--- config.mk ---
export PLATFORM = sky130hd
export DESIGN_NAME = goldbach_prime_pair_finder_unit
export DESIGN_NICKNAME = d
export VERILOG_FILES = /design/src/hdl/gpf_pkg.sv /design/src/hdl/gpf_datapath.sv /design/src/hdl/gpf_controller.sv /design/src/hdl/goldbach_prime_pair_finder_unit.sv
export SDC_FILE = /design/constraint.sdc
export NUM_CORES = 1
export LEC_CHECK = 0
export BUFFER_PORTS_ARGS = -buffer_cell sky130_fd_sc_hd__buf_2
export CAP_MARGIN = 15
export CORE_ASPECT_RATIO = 1.1
export CORE_UTILIZATION = 60
export DETAILED_ROUTE_END_ITERATION = 12
export HOLD_SLACK_MARGIN = 0.03
export PLACE_DENSITY = 0.83
export SLEW_MARGIN = 20
export SYNTH_ARGS = -nofsm -noshare
export SYNTH_HDL_FRONTEND = slang
export SYNTH_HIERARCHICAL = 1
export SYNTH_SLANG_ARGS = --single-unit
export TNS_END_PERCENT = 1
--- constraint.sdc ---
create_clock -name clk -period 8.3 [get_ports clk]
set_input_delay 2.075 -clock clk [delete_from_list [all_inputs] [get_ports clk]]
set_output_delay 2.075 -clock clk [all_outputs]
set_load 0.02 [all_outputs]
--- src/hdl/gpf_pkg.sv ---
// gpf_pkg: shared types and constants for the goldbach prime pair finder
// used by the controller, datapath, top level and checker; no dependencies
package gpf_pkg;

	localparam int VALUE_WIDTH_DEF = 16;

	typedef enum logic [1:0] {
		ST_FOUND     = 2'd0,
		ST_INVALID   = 2'd1,
		ST_NOT_FOUND = 2'd2
	} status_t;

	typedef enum logic [6:0] {
		S_IDLE   = 7'b0000001,
		S_CHECK  = 7'b0000010,
		S_PAIR   = 7'b0000100,
		S_DIVCHK = 7'b0001000,
		S_MOD    = 7'b0010000,
		S_REM    = 7'b0100000,
		S_DONE   = 7'b1000000
	} state_t;

	typedef struct packed {
		logic    load;
		logic    init_pair;
		logic    next_pair;
		logic    load_cand;
		logic    sel_hi;
		logic    start_mod;
		logic    mod_step;
		logic    next_div;
		logic    emit;
		status_t code;
	} dp_cmd_t;

	typedef struct packed {
		logic invalid;
		logic past_half;
		logic sq_over;
		logic mod_last;
		logic rem_zero;
	} dp_stat_t;

endpackage

--- src/hdl/gpf_datapath.sv ---
// gpf_datapath: pair counters, trial divisor with running square, bit-serial remainder
// unit and result register; depends on gpf_pkg
module gpf_datapath import gpf_pkg::*; #(
	parameter int VALUE_WIDTH = VALUE_WIDTH_DEF
) (
	input  logic                   clk,
	input  logic [VALUE_WIDTH-1:0] even_value,
	input  dp_cmd_t                cmd,
	output dp_stat_t               stat,
	output status_t                status,
	output logic [VALUE_WIDTH-1:0] small_prime,
	output logic [VALUE_WIDTH-1:0] large_prime
);

	localparam int W  = VALUE_WIDTH;
	localparam int CW = $clog2(W + 1);

	logic [W-1:0]  g_q, lo_q, hi_q, cand_q, d_q, r_q, sh_q;
	logic [W:0]    sq_q;
	logic [CW-1:0] cnt_q;
	logic [W:0]    trial;
	logic          ge;

	assign trial = {r_q, sh_q[W-1]};
	assign ge    = trial >= {1'b0, d_q};

	always_ff @(posedge clk) begin
		if (cmd.load) begin
			g_q <= even_value;
		end
		if (cmd.init_pair) begin
			lo_q <= W'(2);
			hi_q <= g_q - W'(2);
		end else if (cmd.next_pair) begin
			lo_q <= lo_q + W'(1);
			hi_q <= hi_q - W'(1);
		end
		if (cmd.load_cand) begin
			cand_q <= cmd.sel_hi ? hi_q : lo_q;
			d_q    <= W'(2);
			sq_q   <= (W + 1)'(4);
		end else if (cmd.next_div) begin
			d_q  <= d_q + W'(1);
			sq_q <= sq_q + {d_q, 1'b1};
		end
		if (cmd.start_mod) begin
			r_q   <= '0;
			sh_q  <= cand_q;
			cnt_q <= CW'(W);
		end else if (cmd.mod_step) begin
			r_q   <= ge ? W'(trial - {1'b0, d_q}) : W'(trial);
			sh_q  <= {sh_q[W-2:0], 1'b0};
			cnt_q <= cnt_q - CW'(1);
		end
		if (cmd.emit) begin
			status      <= cmd.code;
			small_prime <= (cmd.code == ST_FOUND) ? lo_q : '0;
			large_prime <= (cmd.code == ST_FOUND) ? hi_q : '0;
		end
	end

	assign stat.invalid   = (g_q <= W'(2)) || g_q[0];
	assign stat.past_half = lo_q > (g_q >> 1);
	assign stat.sq_over   = sq_q > {1'b0, cand_q};
	assign stat.mod_last  = cnt_q == CW'(1);
	assign stat.rem_zero  = r_q == '0;

endmodule

--- src/hdl/gpf_controller.sv ---
// gpf_controller: one-hot sequencer for the pair search and the result handshake
// depends on gpf_pkg
module gpf_controller import gpf_pkg::*; (
	input  logic     clk,
	input  logic     arst_n,
	input  logic     in_valid,
	output logic     in_ready,
	output logic     out_valid,
	input  logic     out_ready,
	input  dp_stat_t stat,
	output dp_cmd_t  cmd
);

	state_t  state_q, state_d;
	status_t res_q, res_d;
	logic    phase_hi_q, phase_hi_d;
	logic    out_valid_q;

	always_comb begin
		cmd        = '0;
		cmd.code   = res_q;
		state_d    = state_q;
		res_d      = res_q;
		phase_hi_d = phase_hi_q;
		in_ready   = 1'b0;
		unique case (state_q)
			S_IDLE: begin
				in_ready = 1'b1;
				if (in_valid) begin
					cmd.load = 1'b1;
					state_d  = S_CHECK;
				end
			end
			S_CHECK: begin
				if (stat.invalid) begin
					res_d   = ST_INVALID;
					state_d = S_DONE;
				end else begin
					cmd.init_pair = 1'b1;
					state_d       = S_PAIR;
				end
			end
			S_PAIR: begin
				if (stat.past_half) begin
					res_d   = ST_NOT_FOUND;
					state_d = S_DONE;
				end else begin
					cmd.load_cand = 1'b1;
					phase_hi_d    = 1'b0;
					state_d       = S_DIVCHK;
				end
			end
			S_DIVCHK: begin
				if (stat.sq_over) begin
					if (!phase_hi_q) begin
						cmd.load_cand = 1'b1;
						cmd.sel_hi    = 1'b1;
						phase_hi_d    = 1'b1;
					end else begin
						res_d   = ST_FOUND;
						state_d = S_DONE;
					end
				end else begin
					cmd.start_mod = 1'b1;
					state_d       = S_MOD;
				end
			end
			S_MOD: begin
				cmd.mod_step = 1'b1;
				if (stat.mod_last) begin
					state_d = S_REM;
				end
			end
			S_REM: begin
				if (stat.rem_zero) begin
					cmd.next_pair = 1'b1;
					state_d       = S_PAIR;
				end else begin
					cmd.next_div = 1'b1;
					state_d      = S_DIVCHK;
				end
			end
			S_DONE: begin
				if (!out_valid_q || out_ready) begin
					cmd.emit = 1'b1;
					state_d  = S_IDLE;
				end
			end
			default: begin
				state_d = S_IDLE;
			end
		endcase
	end

	always_ff @(posedge clk or negedge arst_n) begin
		if (!arst_n) begin
			state_q     <= S_IDLE;
			res_q       <= ST_INVALID;
			phase_hi_q  <= 1'b0;
			out_valid_q <= 1'b0;
		end else begin
			state_q    <= state_d;
			res_q      <= res_d;
			phase_hi_q <= phase_hi_d;
			if (cmd.emit) begin
				out_valid_q <= 1'b1;
			end else if (out_ready) begin
				out_valid_q <= 1'b0;
			end
		end
	end

	assign out_valid = out_valid_q;

endmodule

--- src/hdl/goldbach_prime_pair_finder_unit.sv ---
// search: data dependent in length; each trial divisor takes a pass of the
// bit-serial remainder unit, and divisors are tried up to the square root of each candidate
// throughput: one word at a time; a new word is taken while the previous result waits
// reset: arst_n clears the sequencer and the output valid flag; no result pending after it
// top level: stream wrapper around gpf_controller and gpf_datapath; depends on gpf_pkg
module goldbach_prime_pair_finder_unit import gpf_pkg::*; #(
	parameter int VALUE_WIDTH = VALUE_WIDTH_DEF
) (
	input  logic                                       clk,
	input  logic                                       arst_n,
	input  logic                                       s_axis_tvalid,
	output logic                                       s_axis_tready,
	// even_value
	input  logic [((VALUE_WIDTH+7)/8)*8-1:0]           s_axis_tdata,
	output logic                                       m_axis_tvalid,
	input  logic                                       m_axis_tready,
	// status, small_prime, large_prime
	output logic [((2*VALUE_WIDTH+2+7)/8)*8-1:0]       m_axis_tdata
);

	localparam int OUT_W = ((2 * VALUE_WIDTH + 2 + 7) / 8) * 8;

	dp_cmd_t                cmd;
	dp_stat_t               stat;
	status_t                status;
	logic [VALUE_WIDTH-1:0] small_prime, large_prime;

	gpf_controller u_ctrl (
		.clk       (clk),
		.arst_n    (arst_n),
		.in_valid  (s_axis_tvalid),
		.in_ready  (s_axis_tready),
		.out_valid (m_axis_tvalid),
		.out_ready (m_axis_tready),
		.stat      (stat),
		.cmd       (cmd)
	);

	gpf_datapath #(
		.VALUE_WIDTH(VALUE_WIDTH)
	) u_dp (
		.clk         (clk),
		.even_value  (s_axis_tdata[VALUE_WIDTH-1:0]),
		.cmd         (cmd),
		.stat        (stat),
		.status      (status),
		.small_prime (small_prime),
		.large_prime (large_prime)
	);

	assign m_axis_tdata = OUT_W'({large_prime, small_prime, status});

endmodule

# Word-level counts from Yosys, hierarchy flattened
# Index checks and enable logic that the tools add are counted.
[word_totals]
register_bits = 179
in_bits = 20
word_cells = 100
[classes]
addsub = 7
magnitude_cmp = 4
n_eq_ne = 17
n_mux = 43
reduce_logical = 13
[op_table]
columns = ["cell", "n"]
rows = [
  ["16-bit 2-to-1 mux", 6],
  ["7-bit 2-to-1 mux", 7],
  ["7-bit case mux with 7 select lines", 1],
  ["16-bit by 1-bit adder with 16-bit output, second input constant", 2],
  ["1-bit 2-to-1 mux", 18],
  ["17-bit adder", 1],
  ["17-bit by 16-bit >= comparator with 1-bit output", 1],
  ["17-bit by 16-bit > comparator with 1-bit output", 1],
  ["16-bit by 15-bit > comparator with 1-bit output", 1],
  ["16-bit by 2-bit less-or-equal comparator with 1-bit output, second input constant", 1],
  ["16-bit zero test", 1],
  ["16-bit by 1-bit subtractor with 16-bit output, second input constant", 1],
  ["16-bit subtractor", 1],
  ["16-bit by 2-bit subtractor with 16-bit output, second input constant", 1],
  ["2-bit 2-to-1 mux", 7],
  ["2-bit inequality test, second input constant", 6],
  ["2-bit nonzero test", 4],
  ["7-bit by 1-bit equality test with 1-bit output, second input constant", 1],
  ["7-bit by 2-bit equality test with 1-bit output, second input constant", 1],
  ["7-bit by 3-bit equality test with 1-bit output, second input constant", 1],
  ["7-bit by 4-bit equality test with 1-bit output, second input constant", 1],
  ["7-bit by 5-bit equality test with 1-bit output, second input constant", 1],
  ["7-bit by 6-bit equality test with 1-bit output, second input constant", 1],
  ["7-bit equality test, second input constant", 1],
  ["14 further kinds", 17],
]

# Logic depth before layout (Yosys ltp)
# Gate-level depths: netlist of the first run.
[depth]
depth_word = 5
mapped_depth = 15

# Cells and area by module
# The synthesis of the first run kept the hierarchy.
[modules_own_cells]
columns = ["mod", "n_inst", "cells_per_inst", "area_per_inst_um2", "seq_area_each_um2"]
rows = [
  ["gpf_datapath", 1, 940, 9465.3, 4344.2],
  ["gpf_controller", 1, 72, 704.4, 277.8],
  ["goldbach_prime_pair_finder_unit", 1, 7, 48.8, 0.0],
]

# Worst setup path after synthesis of the first run
# No wires, ideal clock.
[synth_timing]
path_kind = "input -> register"
start = "input port m_axis_tready"
end = "register u_dp.large_prime[0], enable pin"
arrival_ns = 3.754
path_slack_ns = 4.117
path_stages = 2
n_path_buf = 0
cell_sequence = "nand2b_1 > nor2b_1"
[synth_lines]
columns = ["element", "line_no", "rtl"]
rows = [
  ["start: declaration", "goldbach_prime_pair_finder_unit.sv:16", "input logic m_axis_tready,"],
  ["end signal: assignment", "gpf_datapath.sv:58", "large_prime <= (cmd.code == ST_FOUND) ? hi_q : '0;"],
  ["end: declaration", "gpf_datapath.sv:12", "output logic [VALUE_WIDTH-1:0] large_prime"],
]

# Final worst setup path of the first run
[layout_timing]
start = "register u_ctrl.state_q[2]"
end = "output port s_axis_tready"
[layout_between]
elab_chain_len = 2
[layout_rtl]
columns = ["element", "line_no", "rtl"]
rows = [
  ["start: declaration", "gpf_controller.sv:14", "state_t state_q, state_d;"],
  ["start signal: assignment", "gpf_controller.sv:102", "state_q <= state_d;"],
  ["7-bit by 1-bit equality test with 1-bit output", "gpf_controller.sv:26", "unique case (state_q)"],
  ["1-bit 2-to-1 mux", "gpf_controller.sv:26", ""],
  ["end: declaration", "goldbach_prime_pair_finder_unit.sv:12", "output logic s_axis_tready,"],
]
# Every way passes these cells.

==> parameters.txt, run 1 <==
Parameter                              Value

Route
  Residual DRC ... 0
  Drt initial violations ... 637
  DR vias ... 7652
  Final ANT Viol Nets ... 0
  Mean number of vias per cell ... 5.969
  Routed wire length per instance ... 17.08 um
  Sum of routed wire length over all layers ... 21900 um
  Detailed-router iteration count before antenna repair ... 5

Logic synthesis
  Area contributors post-synth ... sky130_fd_sc_hd__edfxtp_1 29%, sky130_fd_sc_hd__dfxtp_1 14%, sky130_fd_sc_hd__ha_1 8.3%
  Synth Cell Area ... 10220 um2
  Total number of yosys warnings ... 6
  Average cell area after synthesis ... 10.03 um2
  Register bit total from synthesis ... 179
  Share of the yosys chip area belonging to registers ... 0.4523
  Syn Inst Count ... 1019
  Predominant post-synthesis flop cell ... sky130_fd_sc_hd__edfxtp_1
  Share of async-settable or async-resettable flops after synthesis ... 0.06145
  Area share of the largest cell type after synthesis ... 0.2880
  Count of flip-flops with a built-in enable after synthesis ... 98
  Library cells used by synthesis ... 76
  Leading area contributor after synthesis ... sky130_fd_sc_hd__edfxtp_1

Worst setup path
  R2R Setup Slk ... 4.49 ns
  Critical path startpoint category ... flip-flop
  Critical-path maximum fanout ... 11
  Worst EP arrival ... 2.02 ns
  Launching element of the worst setup path ... u_ctrl/state_q[2]$_DFFE_PN0P_
  Startpoint of the worst-slack reg-to-reg timing path ... u_dp/g_q[14]$_DFFE_PP_
  Nature of the critical path endpoint ... output port
  Critical setup path kind ... reg2out
  Depth of the most critical reg-to-reg path ... 13
  Worst setup endpoint ... s_axis_tready
  Required time of the critical path ... 6.23 ns
  Endpoint of the worst-slack reg-to-reg timing path ... u_dp/sq_q[13]$_SDFFE_PP0P_

STA
  Measured slew at the worst slew-check pin ... 1.025 ns
  Pins Over Slew Limit ... 0
  Layout Skew ... 0.01069 ns
  Post-route setup slack ... 4.204 ns
  Fraction of the cycle the final worst path needs ... 0.4934
  Post-layout min period ... 4.096 ns
  Worst slew slack as a fraction of its limit ... 0.3160
  Post-route worst hold slack ... 0.4949 ns
  Setup repair after global routing missed its margin ... no
  Top achievable clock speed ... 0.2442 GHz
  Final setup violation count ... 0
  Final hold violations ... 0
  Fin Setup TNS ... 0 ns

Global routing
  Pin count of the biggest net entering global routing ... 57
  First-pass GRT wire length ... 35960 um
  GRT Util Overall ... 0.2581
  Leftover overflow at the end of global routing ... 0
  Number of global-route vias before repair ... 7374
  Initial antenna violation count ... 0

Power
  Standby leakage power ... 4.675 nW
  Total power ... 2.790 mW
  Power per cell area ... 247.6 nW/um2
  VDD IR max ... 0.0001589 V

Placement
  Number of buffer cells added on primary ports ... 55
  HPWL after DPL ... 15740 um
  RD Place Congestion ... 0.9636
  Post-placement cell area ... 10630 um2
  Placement-stage worst setup slack ... 4.583 ns
  Placed cell count ... 1250

Floorplan
  Standard cell core area ... 16490 um2
  Io pins ... 62
  Width of the chip ... 126.4 um
  Area of the die ... 17560 um2
  Vertical die dimension ... 138.9 um
  Initial Utilization ... 0.6196
  Row count ... 49

Finish
  Core occupancy in the finished layout ... 0.6832
  Count of non-filler cells in the finished layout ... 1282
  Register with the most flip-flops ... u_dp/sq_q
  Layout area overhead ... 10.26%
  Multi-input combinational cell area ... 5189 um2
  Number of flip-flops in the largest register ... 17
  Area of all sequential standard cells ... 4622 um2
  Final Cell Area ... 11270 um2
  Fill cell total of the finished layout ... 1204
  Fraction of final layout cells with drive strength greater than 1 ... 0.1327
  Count of antenna diodes in the layout ... 0
  Layout Nets ... 1155

Clock tree
  Longest Clk Path Bufs ... 2
  Setup bufs post-CTS ... 0
  CTS hold repair buffers ... 0
  Clock slew seen by the registers of the worst setup and hold paths ... 0.07 ns
  Clock tree from TritonCTS ... yes
  Clock root buffer ... sky130_fd_sc_hd__clkbuf_16
  # resized after CTS ... 0
  Total number of H-tree levels ... 4
  Clock latency reported for the late side of the worst-skew pair ... 0.43 ns
  Clock sink count ... 179
  Cts bufs inserted ... 17

Hold path
  Path type of the worst min-delay path ... reg2reg

Run status
  Outcome ... complete, no violations

Run
  Max-capacitance violation count ... 0
[synth_stat cells (5+ instances only)]
cell type / count
sky130_fd_sc_hd__a211oi_1: 11
sky130_fd_sc_hd__a21o_1: 17
sky130_fd_sc_hd__a21oi_1: 43
sky130_fd_sc_hd__a31oi_1: 7
sky130_fd_sc_hd__and2_1: 33
sky130_fd_sc_hd__and3_1: 8
sky130_fd_sc_hd__buf_1: 8
sky130_fd_sc_hd__buf_4: 6
sky130_fd_sc_hd__clkbuf_1: 18
sky130_fd_sc_hd__dfrtp_1: 9
sky130_fd_sc_hd__dfxtp_1: 70
sky130_fd_sc_hd__edfxtp_1: 98
sky130_fd_sc_hd__ha_1: 68
sky130_fd_sc_hd__inv_1: 66
sky130_fd_sc_hd__mux2_2: 30
sky130_fd_sc_hd__mux2i_1: 25
sky130_fd_sc_hd__nand2_1: 64
sky130_fd_sc_hd__nand2b_1: 11
sky130_fd_sc_hd__nand3_1: 25
sky130_fd_sc_hd__nand4_1: 12
sky130_fd_sc_hd__nor2_1: 104
sky130_fd_sc_hd__nor2b_1: 12
sky130_fd_sc_hd__nor3_1: 22
sky130_fd_sc_hd__nor4_1: 13
sky130_fd_sc_hd__o211ai_1: 5
sky130_fd_sc_hd__o21a_1: 7
sky130_fd_sc_hd__o21ai_0: 43
sky130_fd_sc_hd__o21bai_1: 7
sky130_fd_sc_hd__or3_1: 8
sky130_fd_sc_hd__xnor2_1: 55
sky130_fd_sc_hd__xor2_1: 24
[report_power, final]
part           internal, mW  total (mW)  switching, mW
registers              1.06        1.17          0.109
clock network         0.490       0.855          0.366
logic                 0.314       0.769          0.456
[critical path, stage by stage, from the launching register on]
cell and delay (ns):
sky130_fd_sc_hd__dfrtp_1 0.51, sky130_fd_sc_hd__nor3_1 0.59, sky130_fd_sc_hd__and3_1 0.31, sky130_fd_sc_hd__buf_2 0.18
[final cells by class]
cell class / instances / share of cell area
clock inverters: 15 / 0.01843
flip-flops and latches: 179 / 0.4102
inverters: 66 / 0.02199
multi-input cells: 740 / 0.4605
repair buffers: 61 / 0.02843
well taps: 204 / 0.02265
clock buffers: 17 / 0.03776
[layout by cell type (no fill, tap or decap), types with 8 or more instances in the layout]
| master | n |
|---|---|
| sky130_fd_sc_hd__a211oi_1 | 11 |
| sky130_fd_sc_hd__a21o_1 | 17 |
| sky130_fd_sc_hd__a21oi_1 | 42 |
| sky130_fd_sc_hd__and2_1 | 33 |
| sky130_fd_sc_hd__and3_1 | 8 |
| sky130_fd_sc_hd__buf_2 | 55 |
| sky130_fd_sc_hd__clkbuf_16 | 17 |
| sky130_fd_sc_hd__dfrtp_1 | 9 |
| sky130_fd_sc_hd__dfxtp_1 | 70 |
| sky130_fd_sc_hd__edfxtp_1 | 98 |
| sky130_fd_sc_hd__ha_1 | 68 |
| sky130_fd_sc_hd__inv_1 | 66 |
| sky130_fd_sc_hd__mux2_2 | 30 |
| sky130_fd_sc_hd__mux2i_1 | 25 |
| sky130_fd_sc_hd__nand2_1 | 64 |
| sky130_fd_sc_hd__nand2b_1 | 11 |
| sky130_fd_sc_hd__nand3_1 | 25 |
| sky130_fd_sc_hd__nand4_1 | 12 |
| sky130_fd_sc_hd__nor2_1 | 102 |
| sky130_fd_sc_hd__nor2b_1 | 11 |
| sky130_fd_sc_hd__nor3_1 | 22 |
| sky130_fd_sc_hd__nor4_1 | 13 |
| sky130_fd_sc_hd__o21ai_0 | 43 |
| sky130_fd_sc_hd__or3_1 | 8 |
| sky130_fd_sc_hd__xnor2_1 | 55 |
| sky130_fd_sc_hd__xor2_1 | 24 |
[kinds of logic after synthesis]
logic type	after synthesis	share of synthesized area
and+or+nand+nor	347	0.1735
buffers and inverters	105	0.04408
xor gates and xnor gates	79	0.06771
muxes	55	0.05755
adders and majority gates	70	0.08718
AOI/OAI and AO/OA	183	0.1173
other	1	0.0003670
DFF	179	0.4523
[per-layer routing]
metal | vias up | share of wire | global-route usage
met2 | 213 | 0.51 | 0.4522
met5 | - | 0 | 0
met3 | 50 | 0.040 | 0.03241
met4 | 0 | 0.029 | 0.1211
li1 | 3746 | - | -
met1 | 3643 | 0.42 | 0.3156
[how the worst min path moves through the flow]
stage                                        start                        to  slack, ns  cells past startpoint
after global routing      u_dp/r_q[1]$_SDFFE_PP0P_  u_dp/r_q[1]$_SDFFE_PP0P_       0.52                      2
after global placement    u_dp/r_q[4]$_SDFFE_PP0P_  u_dp/r_q[4]$_SDFFE_PP0P_       0.48                      2
after CTS                 u_dp/r_q[4]$_SDFFE_PP0P_  u_dp/r_q[4]$_SDFFE_PP0P_       0.49                      2
after detailed placement  u_dp/r_q[4]$_SDFFE_PP0P_  u_dp/r_q[4]$_SDFFE_PP0P_       0.48                      2
final                     u_dp/r_q[4]$_SDFFE_PP0P_  u_dp/r_q[4]$_SDFFE_PP0P_       0.49                      2
after floorplan           u_dp/r_q[4]$_SDFFE_PP0P_  u_dp/r_q[4]$_SDFFE_PP0P_       0.46                      2
Power figures use the tool's default switching activity.
==> run 2, diff against run 1 <==
==> constraint.sdc (replaced) <==
create_clock -name clk -period 3.9 [get_ports clk]
set_input_delay 0.975 -clock clk [delete_from_list [all_inputs] [get_ports clk]]
set_output_delay 0.975 -clock clk [all_outputs]
set_load 0.02 [all_outputs]
==> parameters.txt, run 2 (same netlist as run 1, synthesis figures left out) <==
Parameter                              Value

STA
  Post-layout min period ... 3.436 ns
  Pins Over Slew Limit ... 0
  Final setup violation count ... 0
  Fin Setup TNS ... 0 ns
  Setup repair after global routing missed its margin ... no
  Top achievable clock speed ... 0.2910 GHz
  Layout Skew ... 0.01066 ns
  Fraction of the cycle the final worst path needs ... 0.8811
  Worst slew slack as a fraction of its limit ... 0.3094
  Measured slew at the worst slew-check pin ... 1.035 ns
  Final hold violations ... 0

Power
  Net switching share of the total power ... 0.3393
  Reported net switching power ... 2.005 mW
  Clk network pwr share ... 0.297
  Part of the total power dissipated in combinational logic ... 0.282
  Standby leakage power ... 4.679 nW
  Pint ... 3.904 mW
  Share of power burned in registers ... 0.421
  Power per cell area ... 523.6 nW/um2
  VDD IR max ... 0.0003590 V

Finish
  Most common cell after layout, fill and taps aside ... sky130_fd_sc_hd__nor2_1
  Commonest non-fill, non-tap cells in the layout ... 102 x sky130_fd_sc_hd__nor2_1, 98 x sky130_fd_sc_hd__edfxtp_1, 70 x sky130_fd_sc_hd__dfxtp_1, 68 x sky130_fd_sc_hd__ha_1, 66 x sky130_fd_sc_hd__inv_1
  Register with the most flip-flops ... u_dp/sq_q
  Count of antenna diodes in the layout ... 0
  Count of non-filler cells in the finished layout ... 1288
  Layout Nets ... 1161
  Number of flip-flops in the largest register ... 17
  Fraction of final layout cells with drive strength greater than 1 ... 0.1375
  Fill cell total of the finished layout ... 1201
  Layout area overhead ... 10.46%

Global routing
  GRT Util Overall ... 0.2664
  Leftover overflow at the end of global routing ... 0
  Pin count of the biggest net entering global routing ... 40
  Initial antenna violation count ... 0
  First-pass GRT wire length ... 36820 um
  Number of global-route vias before repair ... 7624

Clock tree
  Longest Clk Path Bufs ... 2
  Clock sink count ... 179
  CTS hold repair buffers ... 0
  Clock root buffer ... sky130_fd_sc_hd__clkbuf_16
  Clock slew seen by the registers of the worst setup and hold paths ... 0.07 ns
  Clock tree from TritonCTS ... yes
  Total number of H-tree levels ... 4
  Cts bufs inserted ... 17
  Setup bufs post-CTS ... 0
  # resized after CTS ... 0
  Clock latency reported for the late side of the worst-skew pair ... 0.44 ns

Floorplan
  Row count ... 49
  Initial Utilization ... 0.6196
  Area of the die ... 17560 um2
  Vertical die dimension ... 138.9 um
  Io pins ... 62
  Width of the chip ... 126.4 um
  Standard cell core area ... 16490 um2

Route
  Routed wire length per instance ... 17.63 um
  Final ANT Viol Nets ... 0
  Sum of routed wire length over all layers ... 22700 um
  Residual DRC ... 0
  DR vias ... 7710
  Detailed-router iteration count before antenna repair ... 8
  Mean number of vias per cell ... 5.986
  Drt initial violations ... 645

Worst setup path
  Critical path startpoint category ... flip-flop
  Critical setup path kind ... reg2reg
  R2R Setup Slk ... 0.46 ns
  Required time of the critical path ... 4.21 ns
  Nature of the critical path endpoint ... flip-flop
  Critical-path maximum fanout ... 13
  Worst EP arrival ... 3.75 ns
  Endpoint of the worst-slack reg-to-reg timing path ... u_dp/sq_q[13]$_SDFFE_PP0P_
  Depth of the most critical reg-to-reg path ... 14
  Startpoint of the worst-slack reg-to-reg timing path ... u_dp/g_q[2]$_DFFE_PP_

Placement
  RD Place Congestion ... 0.9184
  Number of buffer cells added on primary ports ... 55
  Placed cell count ... 1256
  HPWL after DPL ... 16340 um

Run status
  Outcome ... complete, no violations

Run
  Max-capacitance violation count ... 0

Hold path
  Path type of the worst min-delay path ... in2async
run 2: cell types whose count changed in the layout (fill, tap and decap cells not counted):
cell,before,now
sky130_fd_sc_hd__inv_6,4,3
sky130_fd_sc_hd__bufinv_16,3,2
sky130_fd_sc_hd__clkinvlp_4,0,5
sky130_fd_sc_hd__clkinv_4,3,0
sky130_fd_sc_hd__inv_8,5,4
sky130_fd_sc_hd__buf_4,6,12
sky130_fd_sc_hd__clkbuf_8,0,1
run 2: power groups by stage:
stage | registers [mW] | clock network [mW] | logic (mW)
2_1_floorplan | 2.45 | 0 | 1.30
3_3_place_gp | 2.51 | 0 | 1.58
3_5_place_dp | 2.52 | 0 | 1.63
4_1_cts | 2.48 | 1.78 | 1.65
5_1_grt | 2.51 | 1.85 | 1.85
6_report | 2.49 | 1.76 | 1.67
run 2: stage by stage:
| stage | hold WS (ns) | power [mW] | util | cell area (um2) | worst slack [ns] |
|---|---|---|---|---|---|
| final | 0.4044 | 5.910 | 0.6844 | 11290 | 0.4638 |
| after global placement | 0.4763 | 4.089 | 0.6475 | 10680 | 0.6264 |
| after floorplan | 0.4575 | 3.754 | - | 10240 | 0.005207 |
| after global routing | 0.4093 | 6.212 | 0.6844 | 11290 | 0.2653 |
| after CTS | 0.4033 | 5.912 | 0.6844 | 11290 | 0.4654 |
| after detailed placement | 0.4854 | 4.146 | 0.6475 | 10680 | 0.4746 |
run 2: final cells by class:
class                           instances  area, um2  share of cell area
Clock inverter                         14      168.9             0.01497
Tap cell                              204      255.2             0.02261
Sequential cell                       179       4622              0.4095
Inverter                               66      247.7             0.02195
Clock buffer                           18      439.2             0.03891
Timing Repair Buffer                   67      365.4             0.03237
Multi-Input combinational cell        740       5189              0.4597
run 2: worst max path at each step:
stage	start	to	cells past startpoint
after detailed placement	u_dp/g_q[2]$_DFFE_PP_	u_dp/sq_q[13]$_SDFFE_PP0P_	14
after floorplan	u_dp/g_q[10]$_DFFE_PP_	u_dp/sq_q[13]$_SDFFE_PP0P_	13
after CTS	u_dp/g_q[2]$_DFFE_PP_	u_dp/sq_q[13]$_SDFFE_PP0P_	14
final	u_dp/g_q[2]$_DFFE_PP_	u_dp/sq_q[13]$_SDFFE_PP0P_	14
after global routing	u_dp/g_q[2]$_DFFE_PP_	u_dp/sq_q[13]$_SDFFE_PP0P_	14
after global placement	u_dp/g_q[10]$_DFFE_PP_	u_dp/sq_q[13]$_SDFFE_PP0P_	13
run 2: routing by layer:
layer | routed length [um] | global-route usage | up-vias | part of all wire
met5 | 0 | 0 | - | 0
met4 | 740 | 0.1224 | 0 | 0.033
met3 | 897 | 0.04090 | 56 | 0.040
met2 | 11510 | 0.4731 | 241 | 0.51
met1 | 9552 | 0.3162 | 3665 | 0.42
li1 | - | - | 3748 | -
run 2: critical path: stages, from the launching register on:
cell                       delay, ns
sky130_fd_sc_hd__edfxtp_1       0.42
sky130_fd_sc_hd__inv_1          0.12
sky130_fd_sc_hd__ha_1           0.25
sky130_fd_sc_hd__nor2b_1        0.14
sky130_fd_sc_hd__o21ai_0        0.17
sky130_fd_sc_hd__nand2b_1       0.08
sky130_fd_sc_hd__a21oi_1        0.16
sky130_fd_sc_hd__o21ai_0        0.10
sky130_fd_sc_hd__a21oi_1        0.15
sky130_fd_sc_hd__a21oi_1        0.09
sky130_fd_sc_hd__or3b_2         0.50
sky130_fd_sc_hd__a21oi_4        0.37
sky130_fd_sc_hd__nor3b_1        0.08
sky130_fd_sc_hd__and3_1         0.19
sky130_fd_sc_hd__or4_1          0.50
